===== src/rtl/core/tsc_pkg.sv =====
// Shared constants, types and functions for the scratchpad check and conversion block.
`timescale 1ns / 1ps
`default_nettype none

package tsc_pkg;

  localparam int unsigned PAD_BYTES = 9;
  localparam int unsigned POS_W     = 4;

  localparam logic [POS_W-1:0] POS_TEMP_LSB = POS_W'(0);
  localparam logic [POS_W-1:0] POS_TEMP_MSB = POS_W'(1);
  localparam logic [POS_W-1:0] POS_CONFIG   = POS_W'(4);
  localparam logic [POS_W-1:0] POS_COUNT    = POS_W'(6);
  localparam logic [POS_W-1:0] POS_LAST     = POS_W'(PAD_BYTES - 1);

  localparam logic [7:0] FAMILY_LEGACY  = 8'd16;
  localparam logic [7:0] FAMILY_RESMASK = 8'd40;
  localparam logic [7:0] FAMILY_RESET   = FAMILY_RESMASK;
  localparam logic [7:0] CRC_POLY       = 8'h8C;

  // Legacy compensation is (16 - count_remain) - 4, folded into one constant.
  localparam logic [15:0] LEGACY_COMP_BASE = 16'd12;

  localparam logic [6:0] HUND_BIT3 = 7'd50;
  localparam logic [6:0] HUND_BIT2 = 7'd25;
  localparam logic [6:0] HUND_BIT1 = 7'd13;
  localparam logic [6:0] HUND_BIT0 = 7'd6;

  // What the frame tracker hands to the result stage.
  typedef struct packed {
    logic        at_last;
    logic        done;
    logic [7:0]  crc;
    logic [15:0] raw;
    logic [7:0]  cfg;
    logic [7:0]  count_remain;
  } frame_t;

  // Byte-wide update of the reflected CRC-8, LSB first.
  function automatic logic [7:0] crc8_update(input logic [7:0] crc_in,
                                             input logic [7:0] data);
    logic [7:0] c;
    logic [7:0] d;
    logic       mix;
    c = crc_in;
    d = data;
    for (int k = 0; k < 8; k++) begin
      mix = c[0] ^ d[0];
      c   = {1'b0, c[7:1]};
      if (mix) begin
        c = c ^ CRC_POLY;
      end
      d = {1'b0, d[7:1]};
    end
    return c;
  endfunction

  function automatic logic [6:0] frac_to_hundredths(input logic [3:0] frac);
    logic [6:0] h;
    h = 7'd0;
    if (frac[3]) h = h + HUND_BIT3;
    if (frac[2]) h = h + HUND_BIT2;
    if (frac[1]) h = h + HUND_BIT1;
    if (frac[0]) h = h + HUND_BIT0;
    return h;
  endfunction

endpackage

`default_nettype wire


===== src/rtl/core/tsc_frame.sv =====
// Frame tracker: byte position, running CRC and the kept scratchpad bytes.
`timescale 1ns / 1ps
`default_nettype none

module tsc_frame (
  input  wire logic           clk,
  input  wire logic           rst,
  input  wire logic           accept,
  input  wire logic [7:0]     data_byte,
  output tsc_pkg::frame_t     frame
);
  import tsc_pkg::*;

  logic [POS_W-1:0] byte_position;
  logic [7:0]       crc_running;
  logic [7:0]       kept_bytes [4];
  logic [7:0]       crc_next;
  logic             at_last;

  assign crc_next = crc8_update(crc_running, data_byte);
  // An out-of-range position behaves as the last byte of the frame.
  assign at_last  = (byte_position >= POS_LAST);

  always_ff @(posedge clk) begin
    if (rst) begin
      byte_position <= '0;
      crc_running   <= '0;
      for (int i = 0; i < 4; i++) begin
        kept_bytes[i] <= '0;
      end
    end else if (accept) begin
      if (at_last) begin
        byte_position <= '0;
        crc_running   <= '0;
      end else begin
        byte_position <= byte_position + POS_W'(1);
        crc_running   <= crc_next;
      end
      if (byte_position == POS_TEMP_LSB) kept_bytes[0] <= data_byte;
      if (byte_position == POS_TEMP_MSB) kept_bytes[1] <= data_byte;
      if (byte_position == POS_CONFIG)   kept_bytes[2] <= data_byte;
      if (byte_position == POS_COUNT)    kept_bytes[3] <= data_byte;
    end
  end

  always_comb begin
    frame.at_last      = at_last;
    frame.done         = accept && at_last;
    frame.crc          = crc_next;
    frame.raw          = {kept_bytes[1], kept_bytes[0]};
    frame.cfg          = kept_bytes[2];
    frame.count_remain = kept_bytes[3];
  end

endmodule

`default_nettype wire


===== src/rtl/core/tsc_result.sv =====
// Conversion of a checked frame to degrees and hundredths, with the result register.
`timescale 1ns / 1ps
`default_nettype none

module tsc_result (
  input  wire logic               clk,
  input  wire logic               rst,
  input  wire tsc_pkg::frame_t    frame,
  input  wire logic [7:0]         family_code,
  input  wire logic               out_stall,
  output logic                    out_valid,
  output logic                    crc_error,
  output logic signed [7:0]       whole_degrees,
  output logic [6:0]              hundredths
);
  import tsc_pkg::*;

  logic [15:0] word;
  logic [15:0] legacy_word;
  logic [15:0] masked_word;
  logic        bad_crc;

  assign bad_crc     = (frame.crc != 8'd0);
  assign legacy_word = {frame.raw[12:1], 4'b0000}
                       + (LEGACY_COMP_BASE - {8'd0, frame.count_remain});

  always_comb begin
    priority if (frame.cfg[6] && frame.cfg[5]) begin
      masked_word = frame.raw;
    end else if (frame.cfg[6]) begin
      masked_word = {frame.raw[15:1], 1'b0};
    end else if (frame.cfg[5]) begin
      masked_word = {frame.raw[15:2], 2'b00};
    end else begin
      masked_word = {frame.raw[15:3], 3'b000};
    end
  end

  always_comb begin
    if (family_code == FAMILY_LEGACY) begin
      word = legacy_word;
    end else if (family_code == FAMILY_RESMASK) begin
      word = masked_word;
    end else begin
      word = frame.raw;
    end
  end

  always_ff @(posedge clk) begin
    if (rst) begin
      out_valid <= 1'b0;
    end else if (frame.done) begin
      out_valid <= 1'b1;
    end else if (!out_stall) begin
      out_valid <= 1'b0;
    end
  end

  always_ff @(posedge clk) begin
    if (frame.done) begin
      crc_error     <= bad_crc;
      whole_degrees <= bad_crc ? 8'sd0 : $signed(word[11:4]);
      hundredths    <= bad_crc ? 7'd0 : frac_to_hundredths(word[3:0]);
    end
  end

endmodule

`default_nettype wire


===== src/rtl/core/temp_scratchpad_check_convert.sv =====
// Top level of the one-wire temperature scratchpad check and conversion block.
// Takes the nine scratchpad bytes of a sensor, one request per byte, byte 0 first,
// and after the ninth byte delivers one result: the CRC-8 check flag, whole degrees
// and hundredths. A byte is taken every cycle unless in_stall holds it back. The CRC
// update of the last byte and the conversion of a finished frame lie between the
// frame registers and the result register, so the result is registered in the cycle
// after the last byte. While a result waits under out_stall, bytes of the next frame
// keep being taken, and only that frame's last byte is held back until the waiting
// result has gone. The family code register (reset 40) is read at a frame's last byte.
`timescale 1ns / 1ps
`default_nettype none

module temp_scratchpad_check_convert (
  input  wire logic               clk,
  input  wire logic               rst,
  input  wire logic               cfg_we,
  input  wire logic [7:0]         cfg_wdata,
  input  wire logic               in_valid,
  output logic                    in_stall,
  input  wire logic [7:0]         data_byte,
  output logic                    out_valid,
  input  wire logic               out_stall,
  output logic                    crc_error,
  output logic signed [7:0]       whole_degrees,
  output logic [6:0]              hundredths
);
  import tsc_pkg::*;

  logic   [7:0] family_code;
  logic         in_accept;
  frame_t       frame;

  always_ff @(posedge clk) begin
    if (rst) begin
      family_code <= FAMILY_RESET;
    end else if (cfg_we) begin
      family_code <= cfg_wdata;
    end
  end

  assign in_stall  = out_valid && out_stall && frame.at_last;
  assign in_accept = in_valid && !in_stall;

  tsc_frame u_frame (
    .clk       (clk),
    .rst       (rst),
    .accept    (in_accept),
    .data_byte (data_byte),
    .frame     (frame)
  );

  tsc_result u_result (
    .clk           (clk),
    .rst           (rst),
    .frame         (frame),
    .family_code   (family_code),
    .out_stall     (out_stall),
    .out_valid     (out_valid),
    .crc_error     (crc_error),
    .whole_degrees (whole_degrees),
    .hundredths    (hundredths)
  );

  // A new result only ever follows the last byte of a frame.
  a_result_after_last: assert property (@(posedge clk) disable iff (rst)
    $rose(out_valid) |-> $past(in_accept && frame.at_last))
    else $error("result appeared without a completed frame");

  // A failed check carries no temperature.
  a_error_zeroes: assert property (@(posedge clk) disable iff (rst)
    (out_valid && crc_error) |-> (whole_degrees == 8'sd0 && hundredths == 7'd0))
    else $error("nonzero temperature with CRC error");

  a_hundredths_range: assert property (@(posedge clk) disable iff (rst)
    out_valid |-> (hundredths <= 7'd94))
    else $error("hundredths out of range");

  // The last byte of a frame never overwrites a result that is still waiting.
  a_no_overwrite: assert property (@(posedge clk) disable iff (rst)
    (out_valid && out_stall) |-> !frame.done)
    else $error("waiting result overwritten");

endmodule

`default_nettype wire

===== config.mk =====
export PLATFORM = sky130hd
export DESIGN_NAME = temp_scratchpad_check_convert
export DESIGN_NICKNAME = d
export VERILOG_FILES = /design/src/rtl/core/tsc_pkg.sv /design/src/rtl/core/tsc_frame.sv /design/src/rtl/core/tsc_result.sv /design/src/rtl/core/temp_scratchpad_check_convert.sv
export SDC_FILE = /design/constraint.sdc
export NUM_CORES = 1
export LEC_CHECK = 0
export ABC_AREA = 1
export BUFFER_PORTS_ARGS = -buffer_cell sky130_fd_sc_hd__buf_4
export CORE_ASPECT_RATIO = 1.1
export CORE_MARGIN = 5
export CORE_UTILIZATION = 60
export DETAILED_ROUTE_END_ITERATION = 6
export GPL_TIMING_DRIVEN = 1
export PLACE_DENSITY = 0.87
export SYNTH_ARGS = -nofsm -noshare
export SYNTH_HDL_FRONTEND = slang
export SYNTH_HIERARCHICAL = 1
export SYNTH_SLANG_ARGS = --single-unit
export TNS_END_PERCENT = 5

===== constraint.sdc =====
create_clock -name clk -period 7.87 [get_ports clk]
set_input_delay 0.3935 -clock clk [delete_from_list [all_inputs] [get_ports clk]]
set_output_delay 0.3935 -clock clk [all_outputs]
set_load 0.01 [all_outputs]

==> After elaboration in Yosys (flattened, before gate mapping) <==
Memory sizes are Yosys's and may differ from the RTL's.
Cells that the tools add are included.
{ "totals": {"mem_bits_ro": 0, "ramBits": 32, "output_inout_bits": 18, "in_bits": 21, "memories": 1, "latch_bits": 0, "regBits": 37, "elab_cells": 95} }
{ "memory_table": {"columns": ["name", "words", "word_bits", "read_ports", "rd_ports_with_merged_regs", "write_ports", "line_no", "text"], "rows": [
  ["u_frame.kept_bytes", 4, 8, 4, 0, 4, "tsc_frame.sv:16", "logic [7:0] kept_bytes [4];"]
]} }
{ "classes": {"n_bitwise": 20, "n_lt_le_gt_ge": 1, "reduce_logical": 8, "div_mod_pow": 0, "addsub": 6, "mul": 0, "shift": 0, "eq_ne": 6, "n_mux": 46} }
{ "op_table": {"columns": ["cell", "count"], "rows": [
  ["$mux 8", 13],
  ["$mux 7", 6],
  ["$not 2->3", 8],
  ["$mux 1", 20],
  ["$add 12x12->12", 1],
  ["$mux 12", 1],
  ["$mux 3", 4],
  ["$sub 4x8->9 const A", 1],
  ["$eq 4x3->1 const B", 2],
  ["$eq 8x5->1 const B", 1],
  ["$eq 8x6->1 const B", 1],
  ["$reduce_bool 8->1", 1],
  ["$xor 1x1->1", 8],
  ["$add 7x3->7 const B", 1],
  ["$add 7x4->7 const B", 1],
  ["$add 7x5->7 const B", 1],
  ["$mux 6", 1],
  ["$logic_and 1x1->1", 5],
  ["$add 4x1->4 const B", 1],
  ["$eq 4x1->1 const B", 1],
  ["$ge 4x4->1 const B", 1],
  ["$logic_not 4->1", 1],
  ["$mux 4", 1],
  ["$or 1x1->1", 4],
  ["other kinds (2)", 2]
]} }

==> Depth between registers and ports, before layout <==
Gate-level depths: netlist of run 1.
{ "logic_depth": {"word_depth": 17, "ltp_mapped": 17, "mapped_depth_nobuf": 17} }

==> Hierarchy <==
The synthesis of run 1 kept the hierarchy.
{ "by_module_without_submodules": {"columns": ["mod", "seq_area_each_um2", "cells_per_inst", "area_each_um2", "n_inst"], "rows": [
  ["tsc_frame", 1201.2, 224, 2114.5, 1],
  ["tsc_result", 500.5, 205, 1597.8, 1],
  ["temp_scratchpad_check_convert", 160.2, 51, 332.8, 1]
]} }

==> Worst setup path after synthesis of run 1 <==
OpenSTA, ideal clock, no wires.
{ "synth_path": {"kind": "register to register", "start": "mem u_frame.kept_bytes[3][0]", "end": "reg u_result.whole_degrees[6] (data pin)", "arrival_ps": 2273, "path_stages_with_launch": 17, "setup_slack_ps": 5341, "required_time_ps": 7614, "period_less_slack_ps": 2529, "n_path_buf": 0, "path_cell_list": "edfxtp_1 inv_1 ha_1 nand3b_1 xor2_1 inv_1 ha_1 fa_1 nand3_1 nand2_1 nand2_1 nand2_1 a21oi_1 xor2_1 nand2_1 o211ai_1 inv_1"} }
{ "synth_rtl": {"columns": ["element", "line_no", "text"], "rows": [
  ["start: declaration", "tsc_frame.sv:16", null],
  ["end signal: assignment", "tsc_result.sv:62", "whole_degrees <= bad_crc ? 8'sd0 : $signed(word[11:4]);"],
  ["end: declaration", "tsc_result.sv:13", "output logic signed [7:0] whole_degrees,"]
]} }

==> out/metrics.cfg, run 1 <==
[clock_tree]
clk_latency_ns=0.34
postCtsResizedCells=0
cts_root_buf=clkbuf_8
htreeDepth=3
cts.sink_count=59
numCtsBuffers=9
cts_tree=yes
cts_setup_buffers=0
cts_buffer_depth=2
clk_pin_slew_ns=0.07
ctsHoldBuffers=0

[floorplanning]
die_w_um=84.9
die_y_um=92.4
num_io_pins=39
coreArea_um2=6080
num_rows=30
start_util_pct=61.0
die-area_um2=7850

[worst_setup_path]
critPathMaxFanout=3
timing.rr.end=u_result/whole_degrees[6]
timing.rr.start=u_frame/kept_bytes[3][0]
criticalPathCategory=reg2reg
endpoint_kind=register
worstPathRequired_ns=7.96
startpoint_type=register
critPathArrivalTime_ns=2.86
ff2ff_setup_slack_ns=5.11
r2r_cells=16

[global_route]
grt_pass1_wl_um=12400
antenna_found_initial=0
grt_pass1_vias=2892
grt-ovfl-total=0
grt_usage_pct=19.8
grt_max_degree=19

[final_layout]
seq_area_um2=1560
layout_common_cells=109 x nand2_1, 55 x inv_1, 51 x nor2_1
multiInputGateArea_um2=1870
layout_commonest_cell=nand2_1
drive_gt1_share_pct=20.5
area_delta_synth_final_pct=14.5
diodes=0
final_nets=545
nFillCells=468

[run]
max_cap_violations=0

[placement]
place_hpwl_um=5720
gp_congestion=0.925
portBuffers=38

[sta]
finalHoldViolCount=0
fin_setup_tns_ns=0
clock.fmax_mhz=362
rsz0062_at_grt=false
maxSlewHeadroom_pct=55.2
tightest_slew_ns=0.672
skew_ns=0.00918
setup_viol=0
period_minus_slack_ns=2.76
maxSlewViolCount=0
fin_crit_sh_pct=35.1

[synthesis]
synthCells=460
yosys_warnings=6
syn_area_um2=3710
syn_nets=502
syn_avg_cell_area_um2=8.06

[pwr]
p_clk_share_pct=28.7
swShare_pct=34.7
switching_power_mw=0.312
power_frac_seq_pct=41.2
power_mw=0.899
internal-power_mw=0.587
peakVddDrop_mv=0.178
p_per_area_nw_per_um2=212
p_leak_nw=1.97
p_comb_share_pct=30.1

[route]
ant_nets=0
drtIter0Drc=196
route.detailed.drc=0
first_pass_iters=4
avgViaCountPerCell=5.21
avgRoutedWirePerCell_um=12.5
routed_wl_um=7360
vias=3061

[min_path]
min_to=family_code[5]
hp-start=cfg_wdata[5]
min_delay_path_depth=3
holdCritPathClass=in2reg

[status]
status=completed

[metal layers]
metal / track usage (%) / routed length (um) / vias up
met5: 0 / 0 / -
li1: - / - / 1559
met2: 35.6 / 3820 / 84
met1: 21.7 / 2910 / 1399
met4: 11.1 / 248 / 0
met3: 3.47 / 392 / 19
[flip-flops by register name, indices dropped and copies added, names as in the netlist]
name and count:
u_frame/byte_position 4, u_result/hundredths 7, family_code 8, u_frame/crc_running 8
u_result/out_valid 1, u_result/whole_degrees 8, u_result/crc_error 1, u_frame/kept_bytes 22
[worst max-delay path by stage]
stage	from	to	slack, ns	cells after the start
6_report	u_frame/kept_bytes[3][0]	u_result/whole_degrees[6]	5.11	16
5_1_grt	u_frame/kept_bytes[3][0]	u_result/whole_degrees[6]	4.98	15
4_1_cts	u_frame/kept_bytes[3][0]	u_result/whole_degrees[6]	5.13	16
3_5_place_dp	u_frame/kept_bytes[3][0]	u_result/whole_degrees[6]	5.16	16
3_3_place_gp	u_frame/kept_bytes[3][0]	u_result/whole_degrees[6]	5.25	16
2_1_floorplan	u_frame/kept_bytes[3][0]	u_result/whole_degrees[6]	5.34	16
[area by class of cell]
type,count,share of cell area (%)
Clock inverter,6,0.914
Sequential cell,59,36.8
Tap cell,80,2.36
Multi-Input combinational cell,330,43.9
Timing Repair Buffer,38,6.72
Inverter,65,5.78
Clock buffer,10,3.51
[critical path, stage by stage, from the launching register on]
cell	delay, ns
edfxtp_1	0.38
inv_1	0.07
ha_1	0.23
nand3b_1	0.22
xor2_1	0.15
inv_1	0.05
ha_1	0.20
fa_1	0.41
nand3_1	0.11
nand2_1	0.06
nand2_1	0.09
nand2_1	0.05
a21oi_1	0.15
xor2_1	0.15
nand2_1	0.06
o211ai_1	0.08
inv_1	0.05
[power by group through the flow]
stage | Combinational, mW | Sequential, mW | Clock (mW)
floorplan | 0.215 | 0.373 | 0
global placement | 0.255 | 0.376 | 0
detailed placement | 0.267 | 0.377 | 0
CTS | 0.269 | 0.370 | 0.261
global route | 0.304 | 0.373 | 0.276
finish | 0.270 | 0.370 | 0.258
[per-stage QoR]
stage / worst slack, ns / cell area (um2) / instances / hold WS, ns / util, %
after floorplan: 5.34 / 3710 / 460 / 0.449 / -
after global placement: 5.25 / 4060 / 572 / 0.466 / 66.7
after detailed placement: 5.16 / 4060 / 572 / 0.473 / 66.7
after CTS: 5.13 / 4250 / 588 / 0.249 / 69.8
after global routing: 4.98 / 4250 / 588 / 0.270 / 69.8
final: 5.11 / 4250 / 588 / 0.261 / 69.8
Note: power is estimated with default switching activity, not from simulation.
==> run 2: changes to the inputs <==
CORE_UTILIZATION = 54   (was 60)
PLACE_DENSITY = 0.83   (was 0.87)
clock period = 2.3 ns   (was 7.87 ns; I/O delays follow)
==> run 2 against run 1 <==
- fmax increased by 3.3%
- the run now ends with setup timing left
- sequential cell count unchanged
- largest power group unchanged
- highest routed layer unchanged
- clock skew increased by 0.0036 ns
- combinational power increased to 3.9 times the previous value
- critical path depth unchanged
- cell area increased by 8.9%
- power increased to 3.5 times the previous value
- die area increased by 9.8%
- clock power increased to 3.3 times the previous value
- wire length increased by 9.0%
- worst setup slack got worse by 5.5 ns
- utilization decreased by 0.11 points
==> out/metrics.cfg, run 2 (synthesis results as in run 1) <==
[sta]
finalHoldViolCount=0  ; unchanged
skew_ns=0.0128  ; was 0.00918 ns
maxSlewViolCount=0  ; unchanged
clock.fmax_mhz=374  ; was 362 MHz
fin_crit_sh_pct=116  ; was 35.1%
rsz0062_at_grt=true  ; was false
period_minus_slack_ns=2.67  ; was 2.76 ns
fin_setup_tns_ns=-1.18  ; was 0 ns
maxSlewHeadroom_pct=53.2  ; was 55.2%
fin_ws_ns=-0.375  ; was 5.11 ns
setup_viol=6  ; was 0
tightest_slew_ns=0.701  ; was 0.672 ns

[pwr]
p_clk_share_pct=26.9  ; was 28.7%
peakVddDrop_mv=0.580  ; was 0.178 mV
p_per_area_nw_per_um2=690  ; was 212 nW/um2
p_leak_nw=2.12  ; was 1.97 nW
swShare_pct=33.3  ; was 34.7%
power_frac_seq_pct=39.9  ; was 41.2%
p_comb_share_pct=33.1  ; was 30.1%
internal-power_mw=2.13  ; was 0.587 mW
switching_power_mw=1.06  ; was 0.312 mW

[final_layout]
largest_reg_flops=22  ; unchanged
post-route-util_pct=69.7  ; was 69.8%
final_nets=575  ; was 545
layout_common_cells=104 x nand2_1, 66 x buf_4, 51 x nor2_1  ; was 109 x nand2_1, 55 x inv_1, 51 x nor2_1
regMostFlops=u_frame/kept_bytes  ; unchanged
diodes=0  ; unchanged
area_delta_synth_final_pct=24.7  ; was 14.5%
drive_gt1_share_pct=30.1  ; was 20.5%
layout_commonest_cell=nand2_1  ; unchanged

[clock_tree]
clk_pin_slew_ns=0.07  ; about the same
cts_tree=yes  ; unchanged
cts_root_buf=clkbuf_8  ; unchanged
cts.sink_count=59  ; unchanged
cts_buffer_depth=2  ; unchanged
htreeDepth=3  ; unchanged
numCtsBuffers=9  ; unchanged
clk_latency_ns=0.33  ; was 0.34 ns

[route]
avgViaCountPerCell=5.18  ; was 5.21
route.detailed.drc=0  ; unchanged
vias=3210  ; was 3061
routed_wl_um=8030  ; was 7360 um
first_pass_iters=4  ; unchanged
ant_nets=0  ; unchanged
avgRoutedWirePerCell_um=13.0  ; was 12.5 um
drtIter0Drc=138  ; was 196

[worst_setup_path]
critPathMaxStageDelay_ns=0.41  ; about the same
worstPathRequired_ns=2.39  ; was 7.96 ns
cp_slowest_cell=edfxtp_1  ; was fa_1
r2r_cells=16  ; unchanged
path_cells=inv_2 -> ha_4 -> nand3b_1 -> xor2_1 -> inv_1 -> ha_2 -> fa_2 -> nand3_2 -> nand2_2 -> nand2_2 -> nand2_2 -> a21oi_2 -> xor2_1 -> nand2_1 -> o211ai_1 -> inv_1  ; was inv_1 -> ha_1 -> nand3b_1 -> xor2_1 -> inv_1 -> ha_1 -> fa_1 -> nand3_1 -> nand2_1 -> nand2_1 -> nand2_1 -> a21oi_1 -> xor2_1 -> nand2_1 -> o211ai_1 -> inv_1
criticalPathCategory=reg2reg  ; unchanged
endpoint_kind=register  ; unchanged
startpoint_type=register  ; unchanged
path_common_cell=nand2_2  ; was nand2_1
critPathArrivalTime_ns=2.76  ; was 2.86 ns
critPathMaxFanout=3  ; unchanged

[floorplanning]
die-area_um2=8620  ; was 7850 um2
num_rows=31  ; was 30
coreArea_um2=6630  ; was 6080 um2
die_y_um=96.9  ; was 92.4 um
die_w_um=89  ; was 84.9 um
num_io_pins=39  ; unchanged
start_util_pct=55.9  ; was 61.0%

[placement]
pre_cts_ws_ns=-0.384  ; was 5.16 ns
portBuffers=38  ; unchanged
gp_congestion=0.948  ; was 0.925
place_hpwl_um=5710  ; was 5720 um

[global_route]
grt_pass1_vias=3071  ; was 2892
grt-ovfl-total=0  ; unchanged
grt_pass1_wl_um=12500  ; was 12400 um
antenna_found_initial=0  ; unchanged
grt_max_degree=18  ; was 19
grt_usage_pct=18.3  ; was 19.8%

[min_path]
holdCritPathClass=in2reg  ; unchanged
min_delay_path_depth=3  ; unchanged

[run]
max_cap_violations=0  ; unchanged

[status]
violations=setup timing
status=finished, violations left  ; was completed

run 2: cell count changes in the layout (fill, tap and decap cells not counted), moves of 4 or more:
cell,previous run,this run
ha_4,0,5
inv_2,8,15
o21ai_0,10,6
ha_1,20,14
nand2_1,109,104
buf_4,38,66
a21oi_2,0,5
inv_1,55,48
a21oi_1,30,24
run 2: routing by layer:
metal	part of all wire, %	track usage, %	up-vias
met5	0	0	-
met4	2.2	5.50	0
met3	6.1	5.61	24
met2	53	32.9	94
met1	39	20.0	1474
li1	-	-	1618
run 2: repair_timing:
| action | CTS | global route |
|---|---|---|
| pin swaps | 5 | 14 |
| hold endpoints to repair | 2 | 0 |
| buffers inserted | 2 | 5 |
| gates resized for setup | 14 | 24 |
| hold buffers | 2 | 0 |
| setup endpoints to repair | 9 | 12 |
run 2: worst max-delay path, delay by kind of cell (launching register included):
family,cells,cell delay [ns]
buffers and inverters,3,0.20
and+or+nand+nor,6,0.57
AOI/OAI and AO/OA,2,0.22
xor gates and xnor gates,2,0.32
DFF,1,0.41
adders and majority gates,3,0.70
run 2: through the flow:
stage / hold slack (ns) / power, mW / cell area [um2] / std cells
after floorplan: 0.187 / 2.01 / 3710 / 460
after global placement: 0.326 / 2.22 / 4220 / 595
after detailed placement: 0.331 / 2.26 / 4220 / 595
after CTS: 0.0231 / 3.15 / 4510 / 615
after global routing: 0.0582 / 3.39 / 4620 / 620
final: 0.0475 / 3.19 / 4620 / 620
run 2: area by class of cell:
cell class | count | area, um2
clock buffers | 14 | 173
well taps | 82 | 103
fillers | 489 | 2010
flip-flops and latches | 59 | 1560
inverters | 65 | 245
clock inverters | 2 | 10.0
multi-input cells | 330 | 2010
repair buffers | 68 | 515
run 2: path summary, 6_finish.rpt:
kind	start	end	slack (ns)
setup / recovery	u_frame/kept_bytes[3][0]	u_result/whole_degrees[6]	-0.37
hold reg to reg	family_code[6]	family_code[6]	0.49
setup reg to reg	u_frame/kept_bytes[3][0]	u_result/whole_degrees[6]	-0.37
hold / removal	out_stall	u_result/out_valid	0.05
run 2: power groups by stage:
stage / clock network (mW) / registers, mW / logic, mW
after global routing: 0.925 / 1.28 / 1.18
after CTS: 0.888 / 1.27 / 0.996
final: 0.859 / 1.27 / 1.06
after global placement: 0 / 1.29 / 0.937
after detailed placement: 0 / 1.29 / 0.969
after floorplan: 0 / 1.28 / 0.739
==> run 3: changes to the inputs <==
CORE_UTILIZATION = 60   (was 54)
PLACE_DENSITY = 0.87   (was 0.83)
clock period = 2.5 ns   (was 2.3 ns; I/O delays follow)
==> run 3 against run 2 <==
- the flow still finishes with violations (setup timing)
- highest routed layer unchanged
- critical endpoint is now u_result/whole_degrees[4]
- fmax fell by 8.7%
- critical path type unchanged
- worst hold slack improved by 0.011 ns
- cell area decreased by 0.38%
- wire length is 15% higher
- combinational power shrank 9.6%
- utilization increased by 6.0 points
- largest cell class unchanged
- sequential share of layout area is 0.10 points higher
- critical path depth increased by 1
- largest power group unchanged
- sequential power shrank 8%
- sequential cell count stayed put
- clock skew hardly changed
- clock-buffer cell count decreased by 4
==> out/metrics.cfg, run 3 (synthesis results as in run 1) <==
[worst_setup_path]
ff2ff_setup_slack_ns=-0.43  ; was -0.37 ns
timing.rr.start=u_frame/kept_bytes[3][1]  ; was u_frame/kept_bytes[3][0]
r2r_cells=17  ; was 16
critPathMaxStageDelay_ns=0.43  ; was 0.41 ns
path_cells=inv_2 -> ha_4 -> nand3b_1 -> nand3_1 -> xor2_1 -> inv_2 -> ha_4 -> nand3_2 -> nand2_2 -> nand2_2 -> buf_4 -> buf_4 -> buf_4 -> buf_4 -> buf_4 -> nand3_1 -> a21oi_2  ; was inv_2 -> ha_4 -> nand3b_1 -> xor2_1 -> inv_1 -> ha_2 -> fa_2 -> nand3_2 -> nand2_2 -> nand2_2 -> nand2_2 -> a21oi_2 -> xor2_1 -> nand2_1 -> o211ai_1 -> inv_1
criticalPathCategory=reg2reg  ; unchanged
endpoint=u_result/whole_degrees[4]  ; was u_result/whole_degrees[6]
cp_slowest_cell=edfxtp_1  ; unchanged
worstPathRequired_ns=2.60  ; was 2.39 ns
critPathMaxFanout=3  ; unchanged
timing.rr.end=u_result/whole_degrees[4]  ; was u_result/whole_degrees[6]
endpoint_kind=register  ; unchanged
critPathArrivalTime_ns=3.03  ; was 2.76 ns
startpoint_type=register  ; unchanged
crit_start=u_frame/kept_bytes[3][1]  ; was u_frame/kept_bytes[3][0]
path_common_cell=buf_4  ; was nand2_2

[sta]
tightest_slew_ns=0.702  ; was 0.701 ns
setup_viol=9  ; was 6
fin_ws_ns=-0.431  ; was -0.375 ns
maxSlewHeadroom_pct=53.2  ; about the same
clock.fmax_mhz=341  ; was 374 MHz
holdWs_ns=0.0584  ; was 0.0475 ns
fin_crit_sh_pct=117  ; was 116%
skew_ns=0.0127  ; was 0.0128 ns
finalHoldViolCount=0  ; unchanged
period_minus_slack_ns=2.93  ; was 2.67 ns
maxSlewViolCount=0  ; unchanged
fin_setup_tns_ns=-1.79  ; was -1.18 ns
rsz0062_at_grt=true  ; unchanged

[final_layout]
final_nets=568  ; was 575
layout_common_cells=106 x nand2_1, 59 x buf_4, 50 x inv_1, 50 x nor2_1, 38 x edfxtp_1  ; was 104 x nand2_1, 66 x buf_4, 51 x nor2_1
diodes=0  ; unchanged
largest_reg_flops=22  ; unchanged
regMostFlops=u_frame/kept_bytes  ; unchanged
nFillCells=404  ; was 489
layout_commonest_cell=nand2_1  ; unchanged
drive_gt1_share_pct=28.2  ; was 30.1%
final_cell_area_um2=4610  ; was 4620 um2
area_delta_synth_final_pct=24.2  ; was 24.7%

[clock_tree]
numCtsBuffers=9  ; unchanged
cts_buffer_depth=2  ; unchanged
clk_pin_slew_ns=0.07  ; about the same
cts.sink_count=59  ; unchanged
clk_latency_ns=0.34  ; was 0.33 ns
cts_tree=yes  ; unchanged
htreeDepth=3  ; unchanged
cts_root_buf=clkbuf_8  ; unchanged

[pwr]
peakVddDrop_mv=0.614  ; was 0.580 mV
p_per_area_nw_per_um2=682  ; was 690 nW/um2
p_leak_nw=2.10  ; was 2.12 nW

[global_route]
grt_usage_pct=22.6  ; was 18.3%
grt-ovfl-total=0  ; unchanged
grt_max_degree=19  ; was 18
grt_pass1_wl_um=13900  ; was 12500 um
grt_pass1_vias=3154  ; was 3071
antenna_found_initial=0  ; unchanged

[floorplanning]
start_util_pct=61.0  ; was 55.9%
num_io_pins=39  ; unchanged
coreArea_um2=6080  ; was 6630 um2
die_w_um=84.9  ; was 89 um
num_rows=30  ; was 31
die_y_um=92.4  ; was 96.9 um
die-area_um2=7850  ; was 8620 um2

[placement]
portBuffers=38  ; unchanged
place_hpwl_um=5880  ; was 5710 um
postPlaceCellArea_um2=4130  ; was 4220 um2
gp_congestion=0.950  ; was 0.948

[route]
avgViaCountPerCell=5.57  ; was 5.18
routed_wl_um=9240  ; was 8030 um
avgRoutedWirePerCell_um=15.1  ; was 13.0 um
vias=3402  ; was 3210
ant_nets=0  ; unchanged
first_pass_iters=5  ; was 4
drtIter0Drc=221  ; was 138
route.detailed.drc=0  ; unchanged

[status]
status=finished, violations left  ; unchanged
violations=setup timing  ; unchanged

[run]
max_cap_violations=0  ; unchanged

[min_path]
holdCritPathClass=in2reg  ; unchanged

-- run 3: worst max-delay path, delay by kind of cell (launching register included) --
family | cells | cell delay (ns)
compound gates | 1 | 0.06
xor+xnor | 1 | 0.22
fa+ha+maj | 2 | 0.48
buf+inv | 7 | 0.82
flops | 1 | 0.43
simple gates | 6 | 0.67
-- run 3: worst min-delay path by stage --
stage | start | to | slack, ns | cells past startpoint
detailed placement | cfg_wdata[5] | family_code[5] | 0.34 | 3
CTS | out_stall | u_result/out_valid | 0.05 | 3
finish | out_stall | u_result/out_valid | 0.06 | 3
global placement | cfg_wdata[5] | family_code[5] | 0.34 | 3
floorplan | rst | u_result/out_valid | 0.20 | 1
global route | rst | u_frame/crc_running[4] | 0.06 | 2
-- run 3: final cells by class --
class / instances / area, um2 / area share, %
clock buffer: 10 / 149 / 3.23
multi-input combinational: 330 / 2000 / 43.4
clock inverter: 6 / 86.3 / 1.87
tap: 80 / 100 / 2.17
timing repair buffer: 61 / 463 / 10.1
sequential: 59 / 1560 / 33.9
inverter: 65 / 248 / 5.38
-- run 3: through the flow --
stage / power (mW) / instances / utilization [%] / setup WS [ns]
2_1_floorplan: 1.85 / 460 / - / 0.0212
3_3_place_gp: 1.99 / 581 / 67.9 / -0.0392
3_5_place_dp: 2.04 / 581 / 67.9 / -0.180
4_1_cts: 3.10 / 609 / 74.4 / -0.247
5_1_grt: 3.31 / 611 / 75.7 / -0.513
6_report: 3.14 / 611 / 75.7 / -0.431
-- run 3: repair_timing --
item                                    in CTS  in global routing
gates resized for setup                     17                 16
pin swaps                                    7                 12
hold endpoints to repair                     2                  0
buffers inserted                            10                  2
endpoints found under the setup margin       4                 12
hold buffers                                 2                  0
-- run 3: power by group --
group / switching (mW) / total, mW / internal, mW / leakage (nW)
Combinational: 0.575 / 0.958 / 0.384 / 1.46
Clock: 0.387 / 1.01 / 0.619 / 0.117
Sequential: 0.0679 / 1.17 / 1.11 / 0.522
-- run 3: layer usage --
| layer | vias to the layer above | wire [um] | global-route usage [%] |
|---|---|---|---|
| met3 | 39 | 682 | 5.60 |
| met5 | - | 0 | 0 |
| met1 | 1562 | 3310 | 23.2 |
| li1 | 1608 | - | - |
| met4 | 0 | 387 | 11.2 |
| met2 | 193 | 4860 | 41.8 |
